`config.mk`:
```
export PLATFORM = sky130hd
export DESIGN_NAME = lmad_divider_flat
export DESIGN_NICKNAME = d
export VERILOG_FILES = /design/src/rtl/core/lmad_pkg.sv /design/src/rtl/core/lmad_out_if.sv /design/src/rtl/core/lmad_divider.sv /design/src/flat_wrapper.sv
export SDC_FILE = /design/constraint.sdc
export NUM_CORES = 1
export LEC_CHECK = 0
export ABC_CLOCK_PERIOD_IN_PS = 3630
export BUFFER_PORTS_ARGS = -buffer_cell sky130_fd_sc_hd__buf_4
export CAP_MARGIN = 10
export CORE_MARGIN = 2
export CORE_UTILIZATION = 34
export DETAILED_ROUTE_END_ITERATION = 12
export SYNTH_ARGS = -nofsm -noshare
export SYNTH_HDL_FRONTEND = slang
export SYNTH_SLANG_ARGS = --single-unit
```
`constraint.sdc`:
```
create_clock -name i_clk -period 3.63 [get_ports i_clk]
set_input_delay 0.726 -clock i_clk [delete_from_list [all_inputs] [get_ports i_clk]]
set_output_delay 0.726 -clock i_clk [all_outputs]
set_load 0.03 [all_outputs]
```
`src/rtl/core/lmad_pkg.sv`:
```
// shared constants for the line mean absolute difference unit
package lmad_pkg;

    localparam int CFG_W = 13;
    localparam logic [CFG_W-1:0] CFG_RESET = 13'd4096;
    localparam int MEAN_W = 24;
    localparam int TIME_W = 48;
    localparam int FRAC_BITS = 8;

endpackage

```
`src/rtl/core/lmad_out_if.sv`:
```
// line result output channel
interface lmad_out_if;
    logic                          valid;
    logic                          ready;
    logic [lmad_pkg::MEAN_W-1:0]   mean_abs_diff;
    logic [lmad_pkg::TIME_W-1:0]   line_stamp;

    modport source (output valid, output mean_abs_diff, output line_stamp, input ready);
    modport sink (input valid, input mean_abs_diff, input line_stamp, output ready);
endinterface

```
`src/rtl/core/lmad_divider.sv`:
```
// bit-serial restoring divider producing the line mean and holding the result
module lmad_divider #(
    parameter int DVD_W = 36,
    parameter int CNT_W = 13
) (
    input  logic                        i_clk,
    input  logic                        i_rst_n,
    input  logic                        i_start,
    input  logic [DVD_W-1:0]            i_dividend,
    input  logic [CNT_W-1:0]            i_divisor,
    input  logic [lmad_pkg::TIME_W-1:0] i_stamp,
    output logic                        o_busy,
    lmad_out_if.source                  o_result
);

    localparam int STEP_W = $clog2(DVD_W);
    localparam int QX_W = (DVD_W > lmad_pkg::MEAN_W) ? DVD_W : lmad_pkg::MEAN_W;
    localparam logic [STEP_W-1:0] LAST_STEP = STEP_W'(DVD_W - 1);

    localparam logic [1:0] ST_IDLE = 2'd0;
    localparam logic [1:0] ST_RUN  = 2'd1;
    localparam logic [1:0] ST_DONE = 2'd2;

    logic [1:0]                  r_state;
    logic [1:0]                  n_state;
    logic [STEP_W-1:0]           r_step;
    logic [CNT_W-1:0]            r_rem;
    logic [CNT_W-1:0]            r_div;
    logic [DVD_W-1:0]            r_q;
    logic [lmad_pkg::TIME_W-1:0] r_stamp;

    logic [CNT_W:0]              rem_sh;
    logic                        rem_ge;
    logic [CNT_W:0]              n_rem;
    logic [QX_W-1:0]             q_ext;

    assign rem_sh = {r_rem, r_q[DVD_W-1]};
    assign rem_ge = rem_sh >= {1'b0, r_div};
    assign n_rem  = rem_ge ? (rem_sh - {1'b0, r_div}) : rem_sh;

    always_comb begin
        n_state = r_state;
        case (r_state)
            ST_IDLE: begin
                if (i_start) begin
                    n_state = ST_RUN;
                end
            end
            ST_RUN: begin
                if (r_step == LAST_STEP) begin
                    n_state = ST_DONE;
                end
            end
            ST_DONE: begin
                if (o_result.ready) begin
                    n_state = ST_IDLE;
                end
            end
            default: begin
                n_state = ST_IDLE;
            end
        endcase
    end

    always_ff @(posedge i_clk) begin
        if (!i_rst_n) begin
            r_state <= ST_IDLE;
        end else begin
            r_state <= n_state;
        end
    end

    always_ff @(posedge i_clk) begin
        if (r_state == ST_IDLE && i_start) begin
            r_step  <= '0;
            r_rem   <= '0;
            r_div   <= i_divisor;
            r_q     <= i_dividend;
            r_stamp <= i_stamp;
        end else if (r_state == ST_RUN) begin
            r_step <= r_step + STEP_W'(1);
            r_rem  <= n_rem[CNT_W-1:0];
            r_q    <= {r_q[DVD_W-2:0], rem_ge};
        end
    end

    assign q_ext                  = QX_W'(r_q);
    assign o_busy                 = r_state != ST_IDLE;
    assign o_result.valid         = r_state == ST_DONE;
    assign o_result.mean_abs_diff = q_ext[lmad_pkg::MEAN_W-1:0];
    assign o_result.line_stamp    = r_stamp;

`ifndef ASSERT_OFF
    a_start_idle: assert property (@(posedge i_clk) disable iff (!i_rst_n)
        i_start |-> r_state == ST_IDLE)
        else $error("divider started while busy");
    a_done_steps: assert property (@(posedge i_clk) disable iff (!i_rst_n)
        (r_state == ST_RUN) && (r_step == LAST_STEP) |=> r_state == ST_DONE)
        else $error("divider did not finish after last step");
`endif

endmodule

```
`src/flat_wrapper.sv`:
```
// flat-port wrapper written by rule: the top's interface ports become plain ports
module lmad_divider_flat 
#(
    parameter int DVD_W = 36,
    parameter int CNT_W = 13
)
  (i_clk, i_rst_n, i_start, i_dividend, i_divisor, i_stamp, o_busy, o_result_valid, o_result_mean_abs_diff, o_result_line_stamp, o_result_ready);
  lmad_out_if o_result_i ();
  input  logic i_clk;
  input  logic i_rst_n;
  input  logic i_start;
  input  logic [DVD_W-1:0] i_dividend;
  input  logic [CNT_W-1:0] i_divisor;
  input  logic [lmad_pkg::TIME_W-1:0] i_stamp;
  output logic o_busy;
  output wire logic [$bits(o_result_i.valid)-1:0] o_result_valid;
  output wire logic [$bits(o_result_i.mean_abs_diff)-1:0] o_result_mean_abs_diff;
  output wire logic [$bits(o_result_i.line_stamp)-1:0] o_result_line_stamp;
  input wire logic [$bits(o_result_i.ready)-1:0] o_result_ready;
  assign o_result_valid = o_result_i.valid;
  assign o_result_mean_abs_diff = o_result_i.mean_abs_diff;
  assign o_result_line_stamp = o_result_i.line_stamp;
  assign o_result_i.ready = o_result_ready;
  lmad_divider #(.DVD_W(DVD_W), .CNT_W(CNT_W)) u_core (.i_clk(i_clk), .i_rst_n(i_rst_n), .i_start(i_start), .i_dividend(i_dividend), .i_divisor(i_divisor), .i_stamp(i_stamp), .o_busy(o_busy), .o_result(o_result_i));
endmodule
```
==> flow_summary.yaml <==
sta:
  final.hold.worst_slack_ns: 0.4818
  fin_crit_sh_pct: 63.94
  achievable-frequency_mhz: 430.9
  slew_violations: 0
  final_period_demand_of_the_worst_path_ns: 2.321
  worst_slew_margin_rel_pct: 59.77
  worst-slew-pin-transition_ns: 0.6034
  final_hold_violations: 0
  final-setup-viol-count: 0
  setup_repair_after_global_routing_missed_its_margin: "no"
  clock_skew_ns: 0.005666
  final.setup.tns_ns: 0
yosys:
  synth_seq_area_share_pct: 62.33
  number_of_synthesized_flops_with_an_enable_pin: 97
  synth_largest_area_cell: "sky130_fd_sc_hd__edfxtp_1"
  yosys_warnings: 0
  post-synth-top-area-fraction_pct: 54.47
  synthesis.nets: 586
  post_synth_instance_area_sq_um: 5348
  postSynthCellCount: 470
  synth_seq_cells: 118
  yosys.cell_types.count: 59
  ys_async_sr_fraction_pct: 0
  synth_area_per_cell_sq_um: 11.38
  synth-main-ff-cell: "sky130_fd_sc_hd__edfxtp_1"
  synth.area.top_cells: "sky130_fd_sc_hd__edfxtp_1, sky130_fd_sc_hd__nand2_1, sky130_fd_sc_hd__dfxtp_1"
power_and_ir_drop:
  total_internal_power_uw: 3636
  power.share.switching_pct: 30.55
  leakagePower_uw: 0.003264
  pwr-share-clk_pct: 34.9
  comb_power_share_pct: 29.3
  ir_drop_mv: 0.3567
  total_switching_power_uw: 1600
  p_per_area_nw_per_um2: 712.8
  seq_power_share_pct: 35.8
placed_design:
  finalWeightedCongestion: 0.8809
  area_after_dpl_sq_um: 6703
  placement.io_buffers: 174
  hpwl_after_dpl_mm: 8.981
cells_and_area:
  antenna_cells_inserted: 0
  area_growth_syn_to_layout_pct: 37.37
  commonest_non_fill_non_tap_cell_in_the_layout: "sky130_fd_sc_hd__buf_4"
  postLayoutCellArea_sq_um: 7346
  nets: 744
  layout_common_cells: "sky130_fd_sc_hd__buf_4, sky130_fd_sc_hd__nand2_1, sky130_fd_sc_hd__edfxtp_1"
  post_route_cells_drive_above_1_share_pct: 33.70
floorplanning:
  floorplan.io_pins: 175
  core_sq_um: 15260
  die_y_um: 129.4
  floorplan.die.width_um: 129.4
  core.rowCount: 45
  floorplan.die_area_sq_um: 16750
  initial_core_util_pct: 35.05
clock_tree:
  post-cts-setup-buffer-count: 0
  cts-resized-gates: 0
  cts_tree: "done"
  ctsLongestPathBuffers: 2
  worst_skew_pair.late_latency_ns: 0.41
  ctsRootBufferMaster: "sky130_fd_sc_hd__clkbuf_16"
  cts-buffers-inserted: 17
  tritoncts_num_sinks: 118
  cts.clk_slew.worst_paths_ns: 0.05
  cts.hold.buffers_added: 0
  htreeDepth: 4
setup_path:
  critPathMostFrequentCell: "sky130_fd_sc_hd__o21a_1"
  critical_path_required_ns: 3.92
  cpPeakStageDelay_ns: 0.44
  path_delay_family: "compound AO/OA/AOI/OAI gates"
  cell_chain_of_the_critical_path: "inv_1 -> ha_1 -> fa_1 -> nand2b_1 -> a21oi_1 -> o21a_1 -> o21a_1 -> a211oi_1 -> a211o_1"
  critical_path_arrival_ns: 2.62
  timing.setup.critical_path_class: "flop to flop"
  timing.critical_path.slowest_stage_cell: "sky130_fd_sc_hd__fa_1"
  crit_path_end_kind: "flop"
  path_max_fanout: 4
  worst-path-buf-inv: 1
  setup.worst_path.start_class: "flop"
global_routing:
  overflow: 0
  grt_max_degree: 56
  antenna_found_initial: 0
  first_global_vias: 4009
  grt.total_usage_pct: 14.84
  global_route_wire_length_before_repair_mm: 19.08
worst_hold_path:
  min-delay-path-class: "flop to flop"
detailed_routing:
  drtIter0Drc: 179
  post_drt_wl_per_cell_um: 14.37
  drt-pass1-iter-count: 4
  postRouteWirelength_mm: 12.24
  detail_route.vias_per_cell: 4.675
  detail-route-antenna-nets: 0
  vias_post_dr: 3983
  drc: 0
job:
  maxCapViolations: 0
outcome:
  run_status: "complete, no violations"
## final timing paths
check	slack [ns]	from	endpoint	cells after the start
worst min-delay path	0.48	u_core.r_step[1]$_SDFFE_PP0P_	u_core.r_step[1]$_SDFFE_PP0P_	2
worst max-delay path	1.31	u_core.q_ext[35]$_DFFE_PP_	u_core.r_rem[8]$_SDFFE_PP0P_	9
worst max register to register	1.31	u_core.q_ext[35]$_DFFE_PP_	u_core.r_rem[8]$_SDFFE_PP0P_	9
worst min register to register	0.48	u_core.r_step[1]$_SDFFE_PP0P_	u_core.r_step[1]$_SDFFE_PP0P_	2
## synthesized netlist by cell type, drive strengths merged, types with 3 or more instances
master,instances
nor2,21
xor2,4
clkbuf,9
o21ai,11
nor2b,7
a211oi,3
o21a,5
nor3,9
nand3,9
a21o,3
a311o,3
nand2b,6
o31ai,4
and3,6
edfxtp,97
inv,16
ha,14
dfxtp,21
nand2,129
o211ai,8
buf,31
or3,7
a21oi,13
## power by group through the flow
stage	Clock [uW]	Sequential (uW)	Combinational (uW)
after detailed placement	0	1900	1530
after floorplan	0	1950	1070
after global routing	1920	1900	1690
after CTS	1860	1870	1540
final	1820	1870	1540
after global placement	0	1890	1510
## sequential cells by signal, summed over array words and instances (netlist names)
name / count
u_core.r_state: 2
u_core.q_ext: 36
u_core.r_rem: 13
u_core.o_result.line_stamp: 48
u_core.r_step: 6
u_core.r_div: 13
## worst min-delay path, delay by kind of cell (launching register included)
family | cells | cell delay [ns]
AND/OR/NAND/NOR | 1 | 0.05
flip-flops | 1 | 0.32
AO/OA/AOI/OAI | 1 | 0.06
## metal layers
layer | up-vias | global-route usage, % | share of wire, % | routed length, um
met1 | 1876 | 17.19 | 41 | 5003
met4 | 0 | 6.768 | 2.1 | 252
met2 | 124 | 24.43 | 50 | 6162
li1 | 1961 | - | - | -
met3 | 22 | 5.739 | 6.7 | 822
met5 | - | 0 | 0 | 0
## final cells by class
cell class | count | area [sq um]
clock buffer | 20 | 436.7
clock inverter | 12 | 206.4
fill | 1372 | 7913
inverter | 17 | 65.06
multi-input combinational | 295 | 1697
sequential | 118 | 3333
tap | 211 | 264.0
timing repair buffer | 179 | 1344
## kinds of logic (layout without fill, tap and decap cells)
logic type                 count (synthesis)  in the layout  synth area share (%)
AOI/OAI and AO/OA                         64             64                 8.939
xor gates and xnor gates                   6              6                0.9827
adders and majority gates                 15             15                 3.650
buffers and inverters                     57            228                 5.943
DFF                                      118            118                 62.33
muxes                                      1              1                0.1872
and+or+nand+nor                          209            209                 17.97
## through the flow
step	std cells	setup WS (ns)	util [%]	total power [uW]
3_5_place_dp	820	1.308	43.93	3430
4_1_cts	852	1.296	48.14	5281
5_1_grt	852	1.119	48.14	5505
6_report	852	1.309	48.14	5236
3_3_place_gp	820	1.381	43.93	3400
2_1_floorplan	470	0.3065	-	3025
Note: power is estimated with default switching activity, not from simulation.
